**config.mk**
```make
export PLATFORM = sky130hd
export DESIGN_NAME = sfla_div
export DESIGN_NICKNAME = d
export VERILOG_FILES = /design/src/rtl/core/sfla_pkg.sv /design/src/rtl/core/sfla_div.sv
export SDC_FILE = /design/constraint.sdc
export NUM_CORES = 1
export LEC_CHECK = 0
export BUFFER_PORTS_ARGS = -buffer_cell sky130_fd_sc_hd__buf_2
export CORE_UTILIZATION = 50
export DETAILED_ROUTE_END_ITERATION = 7
export PLACE_DENSITY = 0.84
export SYNTH_ARGS = -nofsm -noshare
export SYNTH_HDL_FRONTEND = slang
export SYNTH_SLANG_ARGS = --single-unit
```
**constraint.sdc**
```tcl
create_clock -name clock -period 5.9 [get_ports clock]
set_clock_uncertainty 0.15 [all_clocks]
set_input_delay 0.59 -clock clock [delete_from_list [all_inputs] [get_ports clock]]
set_output_delay 0.59 -clock clock [all_outputs]
set_load 0.05 [all_outputs]
```
**src/rtl/core/sfla_pkg.sv**
```systemverilog
// Shared types, field widths and codes for the slab free-list allocator.
`timescale 1ns / 1ps

package sfla_pkg;

   localparam int STACK_DEPTH_DEF = 1024;

   localparam int ADDR_W      = 32;
   localparam int OBJ_W       = 17;
   localparam int SLOTS_W     = 11;
   localparam int SIZE_W      = 18;
   localparam int CMD_W       = 2;
   localparam int STATUS_W    = 3;
   localparam int IDX_OUT_W   = 10;
   localparam int LEFT_W      = 11;
   localparam int CSR_IDX_W   = 2;
   localparam int CSR_DATA_W  = 32;
   localparam int RSP_W       = STATUS_W + ADDR_W + IDX_OUT_W + LEFT_W;

   // slot sizes are whole multiples of eight bytes
   localparam int ALIGN_SHIFT = 3;
   localparam int DVD_W       = ADDR_W - ALIGN_SHIFT;
   localparam int DVS_W       = SIZE_W - ALIGN_SHIFT;

   localparam logic [OBJ_W-1:0]   OBJ_BYTES_RST = OBJ_W'(8);
   localparam logic [SLOTS_W-1:0] SLOT_COUNT_RST = SLOTS_W'(1024);
   localparam logic [ADDR_W-1:0]  BASE_ADDR_RST = '0;

   typedef enum logic [CMD_W-1:0] {
      CMD_ALLOC = 2'd0,
      CMD_FREE  = 2'd1,
      CMD_INIT  = 2'd2,
      CMD_NOP   = 2'd3
   } sfla_cmd_type;

   typedef enum logic [STATUS_W-1:0] {
      ST_OK         = 3'd0,
      ST_EMPTY      = 3'd1,
      ST_MISALIGNED = 3'd2,
      ST_RANGE      = 3'd3,
      ST_FULL       = 3'd4
   } sfla_status_type;

   typedef enum logic [CSR_IDX_W-1:0] {
      CSR_OBJECT_BYTES = 2'd0,
      CSR_SLOT_COUNT   = 2'd1,
      CSR_BASE_ADDRESS = 2'd2
   } sfla_csr_type;

   typedef enum logic [2:0] {
      ENG_IDLE,
      ENG_ALLOC_MUL,
      ENG_ALLOC_ADD,
      ENG_FREE_WAIT,
      ENG_INIT_FILL,
      ENG_DONE
   } sfla_state_type;

   typedef struct packed {
      logic [OBJ_W-1:0]   object_bytes;
      logic [SLOTS_W-1:0] slot_count;
      logic [ADDR_W-1:0]  base_address;
   } sfla_cfg_type;

   typedef struct packed {
      sfla_status_type      status;
      logic [ADDR_W-1:0]    slot_address;
      logic [IDX_OUT_W-1:0] slot_index;
      logic [LEFT_W-1:0]    free_left;
   } sfla_result_type;

   typedef struct packed {
      logic             start;
      logic [DVD_W-1:0] dividend;
      logic [DVS_W-1:0] divisor;
   } sfla_div_req_type;

   typedef struct packed {
      logic             done;
      logic [DVD_W-1:0] quotient;
      logic [DVS_W-1:0] remainder;
   } sfla_div_rsp_type;

endpackage

```
**src/rtl/core/sfla_div.sv**
```systemverilog
// Restoring divider, one quotient bit per cycle, for address-to-slot mapping.
`timescale 1ns / 1ps

module sfla_div import sfla_pkg::*; (
   input  logic             clock,
   input  logic             reset,
   input  sfla_div_req_type req,
   output sfla_div_rsp_type rsp
);

   localparam int STEP_W = $clog2(DVD_W);

   logic              busy_ff, busy_in;
   logic              done_ff, done_in;
   logic [STEP_W-1:0] cnt_ff, cnt_in;
   logic [DVD_W-1:0]  quot_ff, quot_in;
   logic [DVS_W-1:0]  rem_ff, rem_in;
   logic [DVS_W-1:0]  dvs_ff, dvs_in;

   logic [DVS_W:0]    rem_sh;
   logic              fits;

   always_comb begin
      rem_sh  = {rem_ff, quot_ff[DVD_W-1]};
      fits    = rem_sh >= {1'b0, dvs_ff};
      busy_in = busy_ff;
      done_in = 1'b0;
      cnt_in  = cnt_ff;
      quot_in = quot_ff;
      rem_in  = rem_ff;
      dvs_in  = dvs_ff;
      if (req.start) begin
         busy_in = 1'b1;
         cnt_in  = STEP_W'(DVD_W - 1);
         quot_in = req.dividend;
         rem_in  = '0;
         dvs_in  = req.divisor;
      end else if (busy_ff) begin
         quot_in = {quot_ff[DVD_W-2:0], fits};
         rem_in  = fits ? DVS_W'(rem_sh - {1'b0, dvs_ff}) : rem_sh[DVS_W-1:0];
         cnt_in  = cnt_ff - STEP_W'(1);
         if (cnt_ff == '0) begin
            busy_in = 1'b0;
            done_in = 1'b1;
         end
      end
   end

   always_ff @(posedge clock) begin
      if (reset) begin
         busy_ff <= 1'b0;
         done_ff <= 1'b0;
      end else begin
         busy_ff <= busy_in;
         done_ff <= done_in;
      end
   end

   always_ff @(posedge clock) begin
      cnt_ff  <= cnt_in;
      quot_ff <= quot_in;
      rem_ff  <= rem_in;
      dvs_ff  <= dvs_in;
   end

   assign rsp.done      = done_ff;
   assign rsp.quotient  = quot_ff;
   assign rsp.remainder = rem_ff;

endmodule

```
* Yosys cells after proc, flatten, opt, wreduce, memory -nomap -nowiden *
Index checks and enable logic that the tools add are counted.

storage, ports and cells
  input bits = 47
  output and inout port bits = 45
  register bits = 66
  word-level logic and storage cells = 20

operators by class
  order comparisons = 1
  $add $sub $neg = 2
  muxes and demuxes = 7
  bitwise logic cells = 1
  reductions and logical operators = 3

operators with widths
  kind                                                                 number
  29-bit two-way mux                                                   2
  16-bit by 15-bit greater-or-equal comparator with 1-bit output       1
  15-bit two-way mux                                                   1
  15-bit subtractor                                                    1
  5-bit zero test                                                      1
  5-bit by 1-bit subtractor with 5-bit output (second input constant)  1
  1-bit two-way mux                                                    4
  3-bit OR reduction                                                   1
  2-bit nonzero test                                                   1
  1-bit NOT                                                            1

* Logic depth before layout (Yosys ltp) *
  depth after elaboration = 4
  gate-level depth with buffers = 10

* Worst setup path after synthesis *
OpenSTA, ideal clock, no wires.

  kind = reg2reg
  start point = register quot_ff[28]
  end point = register rem_ff[10]
  data arrival time = 2,564 ps
  setup time = 92 ps
  path slack = 3,095 ps
  period minus slack after synthesis = 2,805 ps
  stages on the path, launching flop included = 11
  path buffers = 1
  cells stage by stage = edfxtp_1 inv_1 ha_1 fa_1 and2b_1 o22a_1 o22a_1 o21a_1 buf_2 nor4_1 nor4_1

between the ends
  cells in the longest elaborated chain, start to end = 2

RTL lines
  what                                                                                                        line                            source
  start, declared                                                                                             sfla_div.sv:16                  logic [DVD_W-1:0] quot_ff, quot_in;
  start signal, assigned                                                                                      sfla_div.sv:61                  quot_ff <= quot_in;
  15-bit subtractor / 16-bit by 15-bit greater-or-equal comparator with 1-bit output (equally long branches)  sfla_div.sv:40, sfla_div.sv:25
  15-bit two-way mux (*)                                                                                      sfla_div.sv:40                  rem_in = fits ? DVS_W'(rem_sh - {1'b0, dvs_ff}) : rem_sh[DVS_W-1:0];
  end signal, assigned                                                                                        sfla_div.sv:62                  rem_ff <= rem_in;
  end, declared                                                                                               sfla_div.sv:17                  logic [DVS_W-1:0] rem_ff, rem_in;

Every way passes the cells marked *; elsewhere a longest branch is shown, timed or not.
A chain may end at the register's enable or synchronous reset.

* Worst setup path after layout *
  start point = register quot_ff[28]
  end point = register rem_ff[7]

The elaborated chain is that of the path after synthesis.

==> key figures <==
GRT
  • Largest net degree at the start of global routing: 61
  • Antenna violations before repair: 0
  • Global-route wire length before repair: 13.28 mm
  • Gr usage total: 22.76%
  • Aggregate global routing overflow: 0
  • Vias in the first global route: 2,806

Critical path
  • Arrival @ worst endpoint: 2970 ps
  • Data required time of the critical path: 6000 ps
  • Number of buffers and inverters on the critical path: 1
  • Logic depth of the worst setup path including buffers: 9
  • Reg2Reg Setup Slack: 3030 ps
  • Largest driver fanout on the critical path: 13
  • Cell with the biggest individual delay on the critical path: o21a_1
  • Most used cell, CP: o22a_1
  • Cell type group with the largest total delay on the critical path: compound AO/OA/AOI/OAI gates
  • Ordered list of cells on the worst path: inv_1, ha_1, fa_1, and2b_1, o22a_1, o22a_1, o21a_1, o221ai_1, o311a_1
  • Biggest cell delay along the critical path: 490 ps
  • Startpoint types: register
  • Type of the setup path with the least slack: reg -> reg
  • Depth of the worst register-to-register path: 9
  • Critical Path End Type: register

Logic synthesis
  • Number of enable flip-flop cells after synthesis: 44
  • Xor-xnor portion of the synthesized cell area: 1.895%
  • Synthesized-area fraction occupied by ao, oa, aoi and oai cells: 15.40%
  • Count of mapped cells out of synthesis: 340
  • Number of nets in the synthesized netlist: 405
  • Most used flip-flop cell after synthesis: edfxtp_1
  • Synthesis warning total: 0
  • Portion of netlist area occupied by mux cells: 10.52%
  • Area fraction in and, or, nand and nor cells after synthesis: 12.76%
  • Cell area after synthesis: 3697 um2
  • Share of synthesized registers carrying an async set or reset: 0%
  • Number of distinct standard cells referenced by the synthesized netlist: 61
  • Portion of synthesized cell area occupied by the leading cell type: 35.74%
  • Post-synthesis adder-cell area fraction: 6.294%
  • Largest area contributor in the synthesized netlist: edfxtp_1
  • Largest cells by area after synthesis: edfxtp_1, dfxtp_1, mux2_2
  • Proportion of synthesized chip area in sequential cells: 47.65%
  • Combinational family with the most area after synthesis: compound AO/OA/AOI/OAI gates
  • Avg Cell Area, Syn: 10.87 um2
  • Flip-flop and latch count after synthesis: 66

Flow run
  • Number of maximum-capacitance constraint violations: 0

Final layout
  • Commonest non-fill, non-tap cell in the layout: buf_2
  • Commonest non-fill, non-tap cells in the layout: buf_2, edfxtp_1, mux2_2
  • Share of final-layout standard cells stronger than drive strength 1: 34.59%
  • # diodes: 0
  • Area growth, synth to finish: 17.46%
  • Total number of nets in the final design: 485

Route
  • WL final: 8.462 mm
  • Vias per Instance: 5.791
  • Number of vias after detailed routing: 3,017
  • DR WL/cell: 16.24 um
  • First-pass DRT Iterations: 5
  • Remaining antenna violation count after routing: 0
  • Remaining design rule violation count: 0
  • Drt first-iter violations: 255

Timing
  • Worst slew slack as a fraction of its limit: 28.90%
  • Total count of hold-check failures in the final report: 0
  • Post-route setup TNS: 0 ps
  • Final number of setup-violating endpoints: 0
  • Time the worst path needs with I/O delays and setup: 2873 ps
  • Worst slew pin tran: 1065 ps
  • Fmax: 348.0 MHz
  • Unrepaired setup endpoints after global routing: false
  • Final max-slew violation count: 0
  • Portion of the clock cycle consumed by the worst path in the final layout: 48.70%

Floorplanning
  • Initial cell density of the core: 52.96%
  • Die area: 7742 um2
  • Core area: 6982 um2
  • I/O pin count: 92
  • X dimension of the die: 87.99 um
  • Number of standard-cell rows in the floorplan: 30
  • Die Ht: 87.99 um

Worst hold path
  • Worst hold-check path type: in -> reg
  • Hold path cells: 2

CTS
  • Clock latency reported for the late side of the worst-skew pair: 360 ps
  • TritonCTS Buffers: 9
  • Clock Pin Slew Worst Setup and Hold Paths: 80 ps
  • CTS root buffer: clkbuf_8
  • Number of buffers inserted by post-CTS setup repair: 0
  • Deepest level of the CTS H-tree: 3
  • Total clock sinks: 66
  • Quantity of hold-fixing buffers added after cts: 0
  • Post-CTS Resized: 0
  • Maximum clock path buffer count: 2
  • Clock tree from TritonCTS: done

Power
  • Portion of total power attributed to the clock network: 29.5%
  • Switching power share of the total: 34.45%
  • Total internal power: 793.2 uW
  • Share of power burned in combinational logic: 24.2%
  • Worst-case vdd ir drop: 0.2116 mV
  • Sequential share of power: 46.3%
  • Leak Pwr: 1.891 nW
  • Power, Total: 1.210 mW
  • Power density relative to cell area: 278.6 nW/um2
  • Switching Power: 416.9 uW

Status
  • Run status: completed

Place
  • Port buffer count: 91
  • Global placement routability congestion: 0.9097
  • Detailed-placement wirelength estimate: 6.029 mm
-- synth_stat cells (9+ instances only) --
library cell,number
inv_1,22
ha_1,17
o211ai_1,10
nand2_1,17
clkbuf_1,10
a21oi_1,12
dfxtp_1,22
nor3_1,11
mux2_2,31
edfxtp_1,44
nor2_1,25
o21ai_0,9
-- power by group through the flow --
stage	sequential (mW)	combinational, mW	clock [mW]
2_1_floorplan	0.653	0.136	0
3_3_place_gp	0.569	0.282	0
3_5_place_dp	0.570	0.290	0
4_1_cts	0.561	0.291	0.364
5_1_grt	0.565	0.312	0.383
6_report	0.560	0.293	0.357
-- state kept, by name, summed over array words and instances, names as in the netlist --
name     count
busy_ff      1
rem_ff      15
cnt_ff       5
done_ff      1
quot_ff     29
dvs_ff      15
-- worst reg2reg max path, stage by stage (launching register included) --
cell and delay [ps]:
edfxtp_1 360, inv_1 50, ha_1 220, fa_1 380
and2b_1 260, o22a_1 200, o22a_1 230, o21a_1 490
o221ai_1 220, o311a_1 200
-- per-layer routing --
layer / GRT usage (%) / up-vias / share of wire (%)
met5: 0 / - / 0
met4: 7.452 / 0 / 1.1
met3: 8.011 / 12 / 8.5
met2: 35.02 / 136 / 48
met1: 30.03 / 1436 / 42
li1: - / 1433 / -
-- area by class of cell --
cell class / instances / area, um2
Multi-Input combinational cell: 229 / 1733
Clock buffer: 9 / 123.9
Tap cell: 96 / 120.1
Timing Repair Buffer: 92 / 462.9
Fill cell: 596 / 2639
Sequential cell: 66 / 1762
Inverter: 22 / 82.58
Clock inverter: 7 / 58.81
-- cell families (layout without fill, tap and decap cells) --
group,after synthesis,after routing
and+or+nand+nor,92,92
AOI/OAI and AO/OA,76,76
DFF,66,66
buffers and inverters,45,130
muxes,35,35
adders and majority gates,18,18
xor gates and xnor gates,8,8
-- worst paths after layout --
| path | start | to |
|---|---|---|
| worst min-delay path | reset | busy_ff |
| worst max-delay path | quot_ff[28] | rem_ff[7] |
| worst min register to register | cnt_ff[4] | cnt_ff[4] |
| worst max register to register | quot_ff[28] | rem_ff[7] |
-- through the flow --
step	instance area (um2)	hold slack (ps)	util [%]	setup WS, ps	std cells
after floorplan	3697	311.8	-	3095	340
after global routing	4343	229.0	62.20	2903	521
after global placement	4160	329.0	59.59	2896	505
after CTS	4343	233.8	62.20	3086	521
final	4343	239.2	62.20	3027	521
after detailed placement	4160	341.6	59.59	2818	505
(Power assumes the default switching activity.)
