`config.mk`:
```
export PLATFORM = sky130hd
export DESIGN_NAME = sfla_engine
export DESIGN_NICKNAME = d
export VERILOG_FILES = /design/src/rtl/core/sfla_pkg.sv /design/src/rtl/core/sfla_engine.sv
export SDC_FILE = /design/constraint.sdc
export NUM_CORES = 1
export LEC_CHECK = 0
export ABC_AREA = 1
export CORE_AREA = 2 2 195 197
export CTS_CLUSTER_SIZE = 8
export DETAILED_ROUTE_END_ITERATION = 6
export DIE_AREA = 0 0 197 199
export DONT_BUFFER_PORTS = 1
export REMOVE_ABC_BUFFERS = 1
export SLEW_MARGIN = 20
export SYNTH_ARGS = -nofsm -noshare
export SYNTH_HDL_FRONTEND = slang
export SYNTH_SLANG_ARGS = --single-unit
```
`constraint.sdc`:
```
create_clock -name clock -period 6.6 [get_ports clock]
set_input_delay 0.33 -clock clock [delete_from_list [all_inputs] [get_ports clock]]
set_output_delay 0.33 -clock clock [all_outputs]
set_load 0.03 [all_outputs]
```
`src/rtl/core/sfla_pkg.sv`:
```
// Shared types, field widths and codes for the slab free-list allocator.
`timescale 1ns / 1ps

package sfla_pkg;

   localparam int STACK_DEPTH_DEF = 1024;

   localparam int ADDR_W      = 32;
   localparam int OBJ_W       = 17;
   localparam int SLOTS_W     = 11;
   localparam int SIZE_W      = 18;
   localparam int CMD_W       = 2;
   localparam int STATUS_W    = 3;
   localparam int IDX_OUT_W   = 10;
   localparam int LEFT_W      = 11;
   localparam int CSR_IDX_W   = 2;
   localparam int CSR_DATA_W  = 32;
   localparam int RSP_W       = STATUS_W + ADDR_W + IDX_OUT_W + LEFT_W;

   // slot sizes are whole multiples of eight bytes
   localparam int ALIGN_SHIFT = 3;
   localparam int DVD_W       = ADDR_W - ALIGN_SHIFT;
   localparam int DVS_W       = SIZE_W - ALIGN_SHIFT;

   localparam logic [OBJ_W-1:0]   OBJ_BYTES_RST = OBJ_W'(8);
   localparam logic [SLOTS_W-1:0] SLOT_COUNT_RST = SLOTS_W'(1024);
   localparam logic [ADDR_W-1:0]  BASE_ADDR_RST = '0;

   typedef enum logic [CMD_W-1:0] {
      CMD_ALLOC = 2'd0,
      CMD_FREE  = 2'd1,
      CMD_INIT  = 2'd2,
      CMD_NOP   = 2'd3
   } sfla_cmd_type;

   typedef enum logic [STATUS_W-1:0] {
      ST_OK         = 3'd0,
      ST_EMPTY      = 3'd1,
      ST_MISALIGNED = 3'd2,
      ST_RANGE      = 3'd3,
      ST_FULL       = 3'd4
   } sfla_status_type;

   typedef enum logic [CSR_IDX_W-1:0] {
      CSR_OBJECT_BYTES = 2'd0,
      CSR_SLOT_COUNT   = 2'd1,
      CSR_BASE_ADDRESS = 2'd2
   } sfla_csr_type;

   typedef enum logic [2:0] {
      ENG_IDLE,
      ENG_ALLOC_MUL,
      ENG_ALLOC_ADD,
      ENG_FREE_WAIT,
      ENG_INIT_FILL,
      ENG_DONE
   } sfla_state_type;

   typedef struct packed {
      logic [OBJ_W-1:0]   object_bytes;
      logic [SLOTS_W-1:0] slot_count;
      logic [ADDR_W-1:0]  base_address;
   } sfla_cfg_type;

   typedef struct packed {
      sfla_status_type      status;
      logic [ADDR_W-1:0]    slot_address;
      logic [IDX_OUT_W-1:0] slot_index;
      logic [LEFT_W-1:0]    free_left;
   } sfla_result_type;

   typedef struct packed {
      logic             start;
      logic [DVD_W-1:0] dividend;
      logic [DVS_W-1:0] divisor;
   } sfla_div_req_type;

   typedef struct packed {
      logic             done;
      logic [DVD_W-1:0] quotient;
      logic [DVS_W-1:0] remainder;
   } sfla_div_rsp_type;

endpackage

```
`src/rtl/core/sfla_engine.sv`:
```
// Command sequencer: stack pointer, pops, pushes, refill sweep and result build.
`timescale 1ns / 1ps

module sfla_engine import sfla_pkg::*; #(
   parameter int STACK_DEPTH = STACK_DEPTH_DEF,
   localparam int IDX_W = $clog2(STACK_DEPTH)
) (
   input  logic              clock,
   input  logic              reset,
   input  sfla_cfg_type      cfg,
   input  logic              start,
   input  sfla_cmd_type      cmd,
   input  logic [ADDR_W-1:0] free_address,
   output logic              ready,
   output logic              res_valid,
   input  logic              res_take,
   output sfla_result_type   res,
   output sfla_div_req_type  div_req,
   input  sfla_div_rsp_type  div_rsp,
   output logic              ram_we,
   output logic [IDX_W-1:0]  ram_addr,
   output logic [IDX_W-1:0]  ram_wdata,
   input  logic [IDX_W-1:0]  ram_q
);

   localparam int CNT_W  = $clog2(STACK_DEPTH + 1);
   localparam int PROD_W = IDX_W + SIZE_W;

   sfla_state_type    state_ff, state_in;
   logic [CNT_W-1:0]  ft_ff, ft_in;
   logic [CNT_W-1:0]  fill_ff, fill_in;
   logic [IDX_W-1:0]  idx_ff, idx_in;
   logic [PROD_W-1:0] prod_ff, prod_in;
   logic [ADDR_W-1:0] faddr_ff, faddr_in;
   sfla_result_type   res_ff, res_in;

   logic [SIZE_W-1:0] size_raw, size;
   logic [CNT_W-1:0]  cap;
   logic [ADDR_W-1:0] offset;

   // slot size rounded up to eight, zero taken as eight
   always_comb begin
      size_raw = (SIZE_W'(cfg.object_bytes) + SIZE_W'(7)) & ~SIZE_W'(7);
      size     = (size_raw == '0) ? SIZE_W'(8) : size_raw;
      if (ADDR_W'(cfg.slot_count) > ADDR_W'(STACK_DEPTH)) begin
         cap = CNT_W'(STACK_DEPTH);
      end else begin
         cap = CNT_W'(cfg.slot_count);
      end
      offset = free_address - cfg.base_address;
   end

   always_comb begin
      state_in  = state_ff;
      ft_in     = ft_ff;
      fill_in   = fill_ff;
      idx_in    = idx_ff;
      prod_in   = prod_ff;
      faddr_in  = faddr_ff;
      res_in    = res_ff;
      ram_we    = 1'b0;
      ram_addr  = IDX_W'(ft_ff);
      ram_wdata = IDX_W'(div_rsp.quotient);
      div_req.start    = 1'b0;
      div_req.dividend = offset[ADDR_W-1:ALIGN_SHIFT];
      div_req.divisor  = size[SIZE_W-1:ALIGN_SHIFT];

      case (state_ff)
         ENG_IDLE: begin
            res_in = '{status: ST_OK, slot_address: '0, slot_index: '0,
                       free_left: LEFT_W'(ft_ff)};
            if (start) begin
               case (cmd)
                  CMD_ALLOC: begin
                     if (ft_ff == '0) begin
                        res_in.status = ST_EMPTY;
                        state_in      = ENG_DONE;
                     end else begin
                        // pop: read top entry, result lands next cycle
                        ft_in    = ft_ff - CNT_W'(1);
                        ram_addr = IDX_W'(ft_ff - CNT_W'(1));
                        state_in = ENG_ALLOC_MUL;
                     end
                  end
                  CMD_FREE: begin
                     faddr_in = free_address;
                     if (offset[ALIGN_SHIFT-1:0] != '0) begin
                        res_in.status = ST_MISALIGNED;
                        state_in      = ENG_DONE;
                     end else begin
                        div_req.start = 1'b1;
                        state_in      = ENG_FREE_WAIT;
                     end
                  end
                  CMD_INIT: begin
                     fill_in = '0;
                     if (cap == '0) begin
                        ft_in            = '0;
                        res_in.free_left = '0;
                        state_in         = ENG_DONE;
                     end else begin
                        state_in = ENG_INIT_FILL;
                     end
                  end
                  default: begin
                     state_in = ENG_DONE;
                  end
               endcase
            end
         end

         ENG_ALLOC_MUL: begin
            idx_in   = ram_q;
            prod_in  = PROD_W'(ram_q) * PROD_W'(size);
            state_in = ENG_ALLOC_ADD;
         end

         ENG_ALLOC_ADD: begin
            res_in = '{status: ST_OK,
                       slot_address: cfg.base_address + ADDR_W'(prod_ff),
                       slot_index: IDX_OUT_W'(idx_ff),
                       free_left: LEFT_W'(ft_ff)};
            state_in = ENG_DONE;
         end

         ENG_FREE_WAIT: begin
            if (div_rsp.done) begin
               state_in = ENG_DONE;
               if (div_rsp.remainder != '0) begin
                  res_in.status = ST_MISALIGNED;
               end else if (ADDR_W'(div_rsp.quotient) >= ADDR_W'(cap)) begin
                  res_in.status = ST_RANGE;
               end else if (ft_ff >= cap) begin
                  res_in.status = ST_FULL;
               end else begin
                  // push; address maps back exactly to the freed address
                  ram_we = 1'b1;
                  ft_in  = ft_ff + CNT_W'(1);
                  res_in = '{status: ST_OK, slot_address: faddr_ff,
                             slot_index: IDX_OUT_W'(div_rsp.quotient),
                             free_left: LEFT_W'(ft_ff + CNT_W'(1))};
               end
            end
         end

         ENG_INIT_FILL: begin
            ram_we    = 1'b1;
            ram_addr  = IDX_W'(fill_ff);
            ram_wdata = IDX_W'(cap - CNT_W'(1) - fill_ff);
            fill_in   = fill_ff + CNT_W'(1);
            if (fill_ff == cap - CNT_W'(1)) begin
               ft_in            = cap;
               res_in.free_left = LEFT_W'(cap);
               state_in         = ENG_DONE;
            end
         end

         ENG_DONE: begin
            if (res_take) begin
               state_in = ENG_IDLE;
            end
         end

         default: begin
            state_in = ENG_IDLE;
         end
      endcase
   end

   always_ff @(posedge clock) begin
      if (reset) begin
         state_ff <= ENG_IDLE;
         ft_ff    <= '0;
      end else begin
         state_ff <= state_in;
         ft_ff    <= ft_in;
      end
   end

   always_ff @(posedge clock) begin
      fill_ff  <= fill_in;
      idx_ff   <= idx_in;
      prod_ff  <= prod_in;
      faddr_ff <= faddr_in;
      res_ff   <= res_in;
   end

   assign ready     = (state_ff == ENG_IDLE);
   assign res_valid = (state_ff == ENG_DONE);
   assign res       = res_ff;

endmodule

```
* Yosys cells after proc, flatten, opt, wreduce, memory -nomap -nowiden *
Cells that the tools add are included.

operators by class
  add/sub/neg operators = 8
  multiply operators = 1
  $lt $le $gt $ge = 3
  eq/ne operators = 18
  muxes and demuxes = 53
  reductions and logical operators = 18

operators with widths
  operator                                                              number
  53-bit 2-to-1 mux                                                     3
  11-bit 2-to-1 mux                                                     13
  45-bit case mux with 3 select lines                                   1
  56-bit 2-to-1 mux                                                     1
  11-bit case mux with 2 select lines                                   2
  11-bit case mux with 4 select lines                                   1
  10-bit 2-to-1 mux                                                     4
  11-bit case mux with 3 select lines                                   1
  32-bit by 28-bit adder with 32-bit output                             1
  32-bit subtractor                                                     1
  29-bit by 11-bit >= comparator with 1-bit output                      1
  10-bit by 18-bit multiplier with 28-bit output                        1
  3-bit 2-to-1 mux                                                      9
  11-bit by 1-bit adder with 11-bit output, second input constant       2
  11-bit logical NOT                                                    2
  11-bit by 1-bit subtractor with 11-bit output, second input constant  2
  10-bit case mux with 2 select lines                                   1
  17-bit by 3-bit adder with 18-bit output, second input constant       1
  18-bit logical NOT                                                    1
  18-bit 2-to-1 mux                                                     1
  3-bit case mux with 6 select lines                                    1
  15-bit nonzero test                                                   1
  2-bit != test, second input constant                                  6
  11-bit == test                                                        1
  27 further kinds                                                      43

word-level totals
  flip-flop bits (word level) = 151
  bits of input ports = 153
  output and inout port bits = 124
  logic and storage cells = 111

* Longest topological paths before layout *
Gate-level depths: netlist of run 1.

  depth in word-level cells = 8
  gate-level depth with buffers = 34
  depth with buffers taken out = 34

* Worst setup path after synthesis of run 1 *
No wires, ideal clock.

  path kind = input to register
  from = input cfg[44] in the netlist's numbering
  to = register prod_ff[21], data pin
  library setup time = 0.260 ns
  arrival = 6.079 ns
  required time = 6.340 ns
  setup slack = 0.261 ns
  stages on the path = 31
  path buffers = 0
  cell sequence = nor2_1 -> nand2_1 -> nand3_1 -> inv_1 -> nand2_1 -> nor2_2 -> nand2_1 -> xnor2_2 -> inv_2 -> nand3_1 -> nor2_1 -> nand2_2 -> nand2_2 -> nand2_1 -> fa_1 -> fa_1 -> inv_1 -> fa_1 -> fa_1 -> inv_1 -> fa_1 -> inv_1 -> ha_1 -> nand2_1 -> nand2_1 -> a31oi_1 -> o21ai_0 -> a21oi_1 -> o21ai_0 -> a21oi_1 -> xnor2_1

RTL lines
  what                  RTL line            source
  from (decl)           sfla_engine.sv:10   input sfla_cfg_type cfg,
  to (signal assigned)  sfla_engine.sv:183  prod_ff <= prod_in;
  to (decl)             sfla_engine.sv:33   logic [PROD_W-1:0] prod_ff, prod_in;

* Worst setup path after layout of run 1 *
  from = input cfg[44] in the netlist's numbering
  to = register prod_ff[21], data pin

between the ends
  longest elaborated chain between the ends = 4

RTL lines
  what                                              RTL line            source
  17-bit by 3-bit adder with 18-bit output *        sfla_engine.sv:43   size_raw = (SIZE_W'(cfg.object_bytes) + SIZE_W'(7)) & ~SIZE_W'(7);
  18-bit logical NOT                                sfla_engine.sv:44   size = (size_raw == '0) ? SIZE_W'(8) : size_raw;
  18-bit 2-to-1 mux *                               sfla_engine.sv:44
  10-bit by 18-bit multiplier with 28-bit output *  sfla_engine.sv:114  prod_in = PROD_W'(ram_q) * PROD_W'(size);

Mark *: on every way between the ends. The rest lies on a longest branch, timed or not.
A chain may end at the register's enable or synchronous reset.

==> results of run 1 <==
layout make-up:
cell class / count / area [um^2]
clock buffers: 18 / 429
clock inverters: 14 / 156
fillers: 3663 / 18900
inverters: 345 / 1290
multi-input cells: 1613 / 10700
flip-flops and latches: 148 / 4300
well taps: 474 / 593
repair buffers: 77 / 686
worst max-delay path by stage:
stage,end,startpoint,slack [ns],cells after the start
global route,prod_ff[25],cfg[45],0.23,29
detailed placement,prod_ff[21],cfg[44],0.22,29
floorplan,prod_ff[21],cfg[44],0.05,30
global placement,prod_ff[21],cfg[45],0.38,31
finish,prod_ff[21],cfg[44],0.71,31
CTS,prod_ff[21],cfg[44],0.70,29
synthesized netlist by cell type, types with 2 or more instances:
cell       instances
a221oi_1           5
a211oi_1           6
o211ai_1           6
edfxtp_1         134
and2_1             2
nor4_1             8
a21o_1            14
o2111ai_1          4
o31ai_1           11
nand2_2            6
o221ai_1          10
clkbuf_1          30
fa_1             104
nor2_2             5
or2_2             10
nor3_1            31
o22ai_1            8
o311ai_0           2
nor3_2             2
inv_2              5
o21a_1             2
xor2_1            65
o21bai_1          13
xnor2_1           22
nand4_1           36
nand2_1          448
a31oi_1           12
a32o_1             4
nor2_1           243
a22o_1             9
clkinv_1          11
o21ai_0          117
buf_1              5
dfxtp_1           14
nand3_1           94
inv_1            329
ha_1             152
a21boi_0           6
nor2_4             3
a21oi_1          143
buf_2              3
per-layer routing:
layer  up-vias  GRT usage, %  share of wire (%)
met5         -             0                  0
met4         0          9.97                3.1
met1      7185          36.5                 42
li1       7234             -                  -
met3       116          5.41                7.9
met2       632          46.2                 47
power by group:
part | switching (mW) | internal (mW) | total, mW
combinational | 3.32 | 1.65 | 4.98
clock | 0.463 | 0.540 | 1.00
sequential | 0.559 | 1.60 | 2.16
total | 4.35 | 3.79 | 8.14
logic make-up (layout without fill, tap and decap cells):
logic type	after synthesis	count (layout)	synth area share (%)
simple gates	892	892	22.7
buf+inv	384	454	8.82
flops	148	148	26.1
xor+xnor	88	88	4.73
compound gates	377	377	13.4
fa+ha+maj	256	256	24.2
flip-flops by register name (all words and copies together), names as in the netlist:
signal,flops
res,56
state_ff,3
faddr_ff,32
prod_ff,25
ft_ff,11
idx_ff,10
fill_ff,11
metrics by stage:
step | power, mW | worst slack (ns) | hold slack [ns] | cell area [um^2] | utilization [%]
2_1_floorplan | 5.70 | 0.0534 | 0.402 | 16300 | -
3_3_place_gp | 7.06 | 0.380 | 0.406 | 17200 | 46.3
3_5_place_dp | 7.10 | 0.225 | 0.408 | 17200 | 46.3
4_1_cts | 8.15 | 0.701 | 0.0640 | 18200 | 49.0
5_1_grt | 8.81 | 0.233 | 0.0780 | 18200 | 49.0
6_report | 8.14 | 0.715 | 0.0838 | 18200 | 49.0
worst max-delay path, delay by kind of cell:
kind	cells	cell delay (ns)
XOR/XNOR	2	0.23
AND/OR/NAND/NOR	13	1.26
buffers and inverters	5	0.35
adder cells (fa/ha/maj)	6	2.99
AO/OA/AOI/OAI	5	0.91
==> flow_summary.yaml, run 1 <==
min_path:
  min_from: "cfg[0]"
  min_path_type: "in -> reg"
  hold_end: "res[21]"
  holdPathStages: 1
grt:
  grt_pass1_vias: 14675
  grt.overflow.total: 0
  grt_max_degree: 49
  antenna_found_initial: 0
  track_usage_pct: 27.9
  grt_pass1_wl_um: 83500
synthesis:
  synth_top_area_cell: "edfxtp_1"
  async_flop_share_pct: 0
  syn_area_mm2: 0.0165
  synth_cell_type_count: 52
  synth_edf_count: 134
  yosysWarnings: 0
  yosysTopAreaCellShare_pct: 24.4
  yosysSeqAreaShare_pct: 26.1
  ys_ff_latch: 148
  synth_area_leaders: "edfxtp_1 24%, fa_1 13%, ha_1 12%"
  synth_cells: 2145
  syn_area_per_cell_um2: 7.68
  ys.flop_type: "edfxtp_1"
floorplan:
  initial_core_util_pct: 44.3
  die-area_mm2: 0.0392
  num_io_pins: 277
  coreArea_mm2: 0.0371
  num_rows: 71
  die_w_um: 197
  die_y_um: 199
drt:
  drt-initial-drc-count: 1185
  drt_wl_total_um: 55100
  num_vias: 15167
  dr.pass1.iters: 6
  ant_nets: 0
  wl_per_cell_um: 20.5
  drc: 0
  drt-vias-per-instance: 5.64
clock_network:
  holdBufCountCts: 43
  cts_sinks: 148
  cts_buffers: 17
  cts_setup_buffers: 0
  cts.repair.resized: 0
  clk_pin_slew_ns: 0.07
  clock_latency_ns: 0.45
  htreeDepth: 4
  cts_tree: "built"
  clockRootBuffer: "clkbuf_16"
  cts_buffer_depth: 2
finish:
  drive_gt1_share_pct: 4.79
  final_net_count: 2611
  layoutNonFillerInstCount: 2689
  layout_common_cells: "448 x nand2_1, 329 x inv_1, 240 x nor2_1, 152 x ha_1, 143 x a21oi_1"
  antenna_cells: 0
  area_delta_synth_final_pct: 10.6
  final_common_cell: "nand2_1"
run_status:
  status: "complete, no violations"
setup_path:
  required_ns: 6.80
  r2r-start: "state_ff[2]"
  cp_slowest_stage_delay_ns: 0.55
  r2r_slack_ns: 2.97
  cp.arrival_ns: 6.09
  cp-end-kind: "flop"
  crit_type: "in -> reg"
  r2r_cells: 9
  critPathMaxFanout: 5
  worst_path_max_delay_cell: "fa_1"
  r2r_end: "res[9]"
  critPathLaunchType: "primary input"
  crit_top_cell: "nand2_1"
sta:
  layout_worst_path_cycle_share_pct: 89.2
  fin_crit_ns: 5.89
  hold_viol_final: 0
  finalSetupViolCount: 0
  relSlewSlack_pct: 31.0
  fin_skew_ns: 0.0114
  fmax_mhz: 170
  drv_slew: 0
  fin_setup_tns_ns: 0
  max_slew.worst_pin.slew_ns: 1.03
  grt_setup_unrepaired: "false"
run:
  max_cap_violations: 0
power_and_ir_drop:
  leakage_nw: 8.61
  power_density_mw_per_mm2: 447
  ir_drop_uv: 372
placed_design:
  dp_cells: 2614
  gp_congestion: 0.981
  dpl.hpwl_um: 44300
  portBuffers: 0
No activity file was read; power rests on OpenSTA's default activity.
==> run 2: changes to the inputs <==
--- a/config.mk
+++ b/config.mk
@@ -12,7 +12,7 @@
 export DIE_AREA = 0 0 197 199
 export DONT_BUFFER_PORTS = 1
 export REMOVE_ABC_BUFFERS = 1
-export SLEW_MARGIN = 20
+export SLEW_MARGIN = 10
 export SYNTH_ARGS = -nofsm -noshare
 export SYNTH_HDL_FRONTEND = slang
 export SYNTH_SLANG_ARGS = --single-unit
==> constraint.sdc (replaced) <==
create_clock -name clock -period 6.5 [get_ports clock]
set_input_delay 0.325 -clock clock [delete_from_list [all_inputs] [get_ports clock]]
set_output_delay 0.325 -clock clock [all_outputs]
set_load 0.02 [all_outputs]
==> flow_summary.yaml, run 2 (same netlist as run 1, synthesis figures left out) <==
setup_path:
  required_ns: 6.70
  crit_top_cell: "nand2_1"
  cp_slowest_stage_delay_ns: 0.56
  critPathLaunchType: "primary input"
  crit_type: "in -> reg"
  r2r-start: "state_ff[0]"
  startpoint: "cfg[44]"
  critPathMaxFanout: 8
  cp.arrival_ns: 6.20
  cp-end-kind: "flop"
  worst_path_max_delay_cell: "fa_1"
sta:
  fin_crit_ns: 5.99
  fin_ws_ns: 0.506
  grt_setup_unrepaired: "false"
  max_slew.worst_pin.slew_ns: 1.02
  fmax_mhz: 167
  hold_viol_final: 0
  drv_slew: 0
  finalSetupViolCount: 0
  fin_skew_ns: 0.0151
  relSlewSlack_pct: 31.7
  fin_setup_tns_ns: 0
  layout_worst_path_cycle_share_pct: 92.2
power_and_ir_drop:
  power_density_mw_per_mm2: 440
  ir_drop_uv: 604
  leakage_nw: 8.58
  total_power_mw: 7.99
grt:
  grt_max_degree: 48
  track_usage_pct: 27.8
  grt.overflow.total: 0
  grt_pass1_vias: 14346
  grt_pass1_wl_um: 83100
  antenna_found_initial: 0
drt:
  drc: 0
  drt_wl_total_um: 54800
  ant_nets: 0
  wl_per_cell_um: 20.4
  dr.pass1.iters: 6
  num_vias: 15092
  drt-initial-drc-count: 1075
  drt-vias-per-instance: 5.62
placed_design:
  post_dp_cell_area_mm2: 0.0171
  portBuffers: 0
  pre_cts_ws_ns: 0.0381
  dpl.hpwl_um: 44600
  gp_congestion: 0.976
floorplan:
  die-area_mm2: 0.0392
  coreArea_mm2: 0.0371
  num_rows: 71
  die_y_um: 199
  die_w_um: 197
  initial_core_util_pct: 44.3
  num_io_pins: 277
clock_network:
  cts_setup_buffers: 0
  clockRootBuffer: "clkbuf_16"
  cts_buffer_depth: 2
  cts_tree: "built"
  clk_pin_slew_ns: 0.07
  cts_buffers: 17
  cts_sinks: 148
  htreeDepth: 4
  clock_latency_ns: 0.44
finish:
  fin_util_pct: 48.9
  final_area_mm2: 0.0182
  layout_common_cells: "448 x nand2_1, 329 x inv_1, 240 x nor2_1, 152 x ha_1, 143 x a21oi_1"
  drive_gt1_share_pct: 4.52
  nFillCells: 3660
  regArea_mm2: 0.00430
  multi_input_area_mm2: 0.0107
  area_delta_synth_final_pct: 10.4
  final_net_count: 2606
  largest_reg_flops: 56
  final_common_cell: "nand2_1"
  antenna_cells: 0
run_status:
  status: "complete, no violations"
min_path:
  min_from: "cfg[0]"
  min_path_type: "in -> reg"
run:
  max_cap_violations: 0
-- run 2: metal layers --
metal / wire (um) / vias to the layer above / GRT usage, %
li1: - / 7215 / -
met1: 23700 / 7132 / 37.8
met2: 25400 / 672 / 45.4
met3: 4380 / 73 / 5.10
met4: 1280 / 0 / 8.05
met5: 0 / - / 0
-- run 2: critical path, delay by kind of cell --
family | cells | cell delay, ns
AOI/OAI and AO/OA | 5 | 0.84
adders and majority gates | 6 | 3.01
buffers and inverters | 5 | 0.36
xor gates and xnor gates | 2 | 0.29
and+or+nand+nor | 13 | 1.35
-- run 2: metrics by stage --
step	hold WS [ns]	std cells
final	0.0865	2684
after global routing	0.0762	2684
after CTS	0.0653	2684
after detailed placement	0.403	2609
after global placement	0.402	2609
after floorplan	0.397	2106
-- run 2: repair_timing --
item                                    CTS  global route
endpoints found under the setup margin    0             1
endpoints found under the hold margin    43             0
hold buffers                             43             0
resized for setup                         0             1
-- run 2: cell type report --
class | count | area share [%]
timing repair buffer | 72 | 3.57
tap | 474 | 3.26
clock buffer | 18 | 2.36
sequential | 148 | 23.7
multi-input combinational | 1613 | 59.1
inverter | 345 | 7.13
clock inverter | 14 | 0.840
-- run 2: worst paths after layout --
| check | endpoint | slack [ns] | cells after the start |
|---|---|---|---|
| min reg2reg | res[46] | 0.52 | 2 |
| max reg2reg | ft_ff[0] | 3.17 | 10 |
| min | res[21] | 0.09 | 1 |
| max | prod_ff[25] | 0.51 | 31 |
-- run 2: power by group --
group	internal [mW]	total, mW	leakage (nW)	switching (mW)
logic	1.66	4.93	6.87	3.27
clock network	0.568	0.998	0.275	0.430
registers	1.62	2.07	1.43	0.447
==> run 3: changes to the inputs <==
--- a/config.mk
+++ b/config.mk
@@ -11,7 +11,6 @@
 export DETAILED_ROUTE_END_ITERATION = 6
 export DIE_AREA = 0 0 197 199
 export DONT_BUFFER_PORTS = 1
-export REMOVE_ABC_BUFFERS = 1
 export SLEW_MARGIN = 10
 export SYNTH_ARGS = -nofsm -noshare
 export SYNTH_HDL_FRONTEND = slang
==> flow_summary.yaml, run 3 (same netlist as run 1, synthesis figures left out) <==
placed_design:
  dpl.hpwl_um: 43500
  post_dp_cell_area_mm2: 0.0172
  portBuffers: 0
  gp_congestion: 0.947
drt:
  num_vias: 15054
  ant_nets: 0
  highest_layer: "met4"
  drt-vias-per-instance: 5.60
  wl_met2_um: 25700
  wl_per_cell_um: 20.0
  dr_wl_met3_um: 2870
  drc: 0
  dr.pass1.iters: 5
  drt-initial-drc-count: 1264
  drt_wl_total_um: 53700
  drt-met1-wl_um: 23900
sta:
  fin_skew_ns: 0.0137
  drv_slew: 0
  layout_worst_path_cycle_share_pct: 90.4
  fmax_mhz: 170
  fin_crit_ns: 5.88
  grt_setup_unrepaired: "false"
  hold_viol_final: 0
  fin_setup_tns_ns: 0
  finalSetupViolCount: 0
  whs_ns: 0.0999
  max_slew.worst_pin.slew_ns: 1.13
  relSlewSlack_pct: 24.5
min_path:
  hold_end: "res[19]"
  min_from: "div_rsp[23]"
  min_path_type: "in -> reg"
  holdPathStages: 1
setup_path:
  critPathLaunchType: "primary input"
  r2r_slack_ns: 3.08
  cp.arrival_ns: 6.09
  r2r_end: "ft_ff[2]"
  worst_path_max_delay_cell: "fa_1"
  cp_slowest_stage_delay_ns: 0.54
  r2r_cells: 11
  r2r-start: "state_ff[0]"
  required_ns: 6.71
  cp-end-kind: "flop"
  crit_top_cell: "nand2_1"
  crit_type: "in -> reg"
  critPathMaxFanout: 5
power_and_ir_drop:
  leakage_nw: 8.57
  power_density_mw_per_mm2: 433
  ir_drop_uv: 249
grt:
  grt_pass1_wl_um: 82900
  antenna_found_initial: 0
  grt_pass1_vias: 14399
  grt_max_degree: 48
  track_usage_pct: 27.6
  grt.overflow.total: 0
floorplan:
  coreArea_mm2: 0.0371
  num_io_pins: 277
  die-area_mm2: 0.0392
  die_y_um: 199
  num_rows: 71
  die_w_um: 197
  initial_core_util_pct: 44.3
finish:
  drive_gt1_share_pct: 4.52
  largest_reg_flops: 56
  nFillCells: 3669
  area_delta_synth_final_pct: 10.2
  layout_common_cells: "448 x nand2_1, 329 x inv_1, 240 x nor2_1, 152 x ha_1, 143 x a21oi_1"
  final_area_mm2: 0.0181
  final_common_cell: "nand2_1"
  final_net_count: 2607
run:
  max_cap_violations: 0
run_status:
  status: "complete, no violations"
clock_network:
  cts.repair.resized: 0
  cts_tree: "built"
  clockRootBuffer: "clkbuf_16"
  clk_pin_slew_ns: 0.08
  cts_buffer_depth: 2
  htreeDepth: 4
  cts_buffers: 17
  cts_sinks: 148
  clock_latency_ns: 0.46
synthesis:
  synth_fp_nets: 2554
run 3: metal layers:
| layer | vias to the layer above | track usage, % |
|---|---|---|
| met3 | 65 | 4.34 |
| met2 | 489 | 45.9 |
| li1 | 7223 | - |
| met4 | 0 | 8.19 |
| met1 | 7277 | 37.2 |
| met5 | - | 0 |
run 3: report_power, final:
group | total, mW | internal, mW | switching (mW)
Combinational | 4.83 | 1.63 | 3.20
Clock | 0.971 | 0.529 | 0.443
Sequential | 2.06 | 1.62 | 0.444
Total | 7.86 | 3.78 | 4.09
run 3: how the worst max path moves through the flow:
| stage | startpoint | end | slack [ns] | cells after the start |
|---|---|---|---|---|
| global placement | cfg[44] | prod_ff[25] | 0.32 | 31 |
| global route | cfg[44] | prod_ff[25] | 0.12 | 31 |
| CTS | cfg[44] | prod_ff[25] | 0.61 | 31 |
| floorplan | cfg[44] | prod_ff[21] | 0.29 | 30 |
| finish | cfg[44] | prod_ff[25] | 0.62 | 31 |
| detailed placement | cfg[44] | prod_ff[25] | 0.12 | 31 |
run 3: critical path: cells and delay by family:
kind | cells | cell delay [ns]
buffers and inverters | 5 | 0.33
AOI/OAI and AO/OA | 5 | 0.90
xor gates and xnor gates | 2 | 0.30
adders and majority gates | 6 | 2.96
and+or+nand+nor | 13 | 1.26
run 3: area by class of cell:
class                   instances  area [um^2]  area share [%]
well taps                     474          593            3.27
inverters                     345         1290            7.14
flip-flops and latches        148         4300            23.7
diodes                          1         2.50          0.0138
clock buffers                  17          425            2.34
clock inverters                15          134           0.738
multi-input cells            1613        10700            59.2
repair buffers                 73          656            3.61
run 3: repair_timing:
| item | 4_1_cts | 5_1_grt |
|---|---|---|
| buffers inserted | 0 | 0 |
| hold buffers | 43 | 0 |
| endpoints found under the hold margin | 43 | 0 |
run 3: through the flow:
step	setup WS [ns]	util [%]	std cells	total power [mW]
6_report	0.624	48.9	2686	7.86
5_1_grt	0.119	48.9	2685	8.58
4_1_cts	0.606	48.9	2685	7.88
3_5_place_dp	0.123	46.2	2610	6.84
3_3_place_gp	0.319	46.2	2610	6.82
2_1_floorplan	0.291	-	2145	5.60
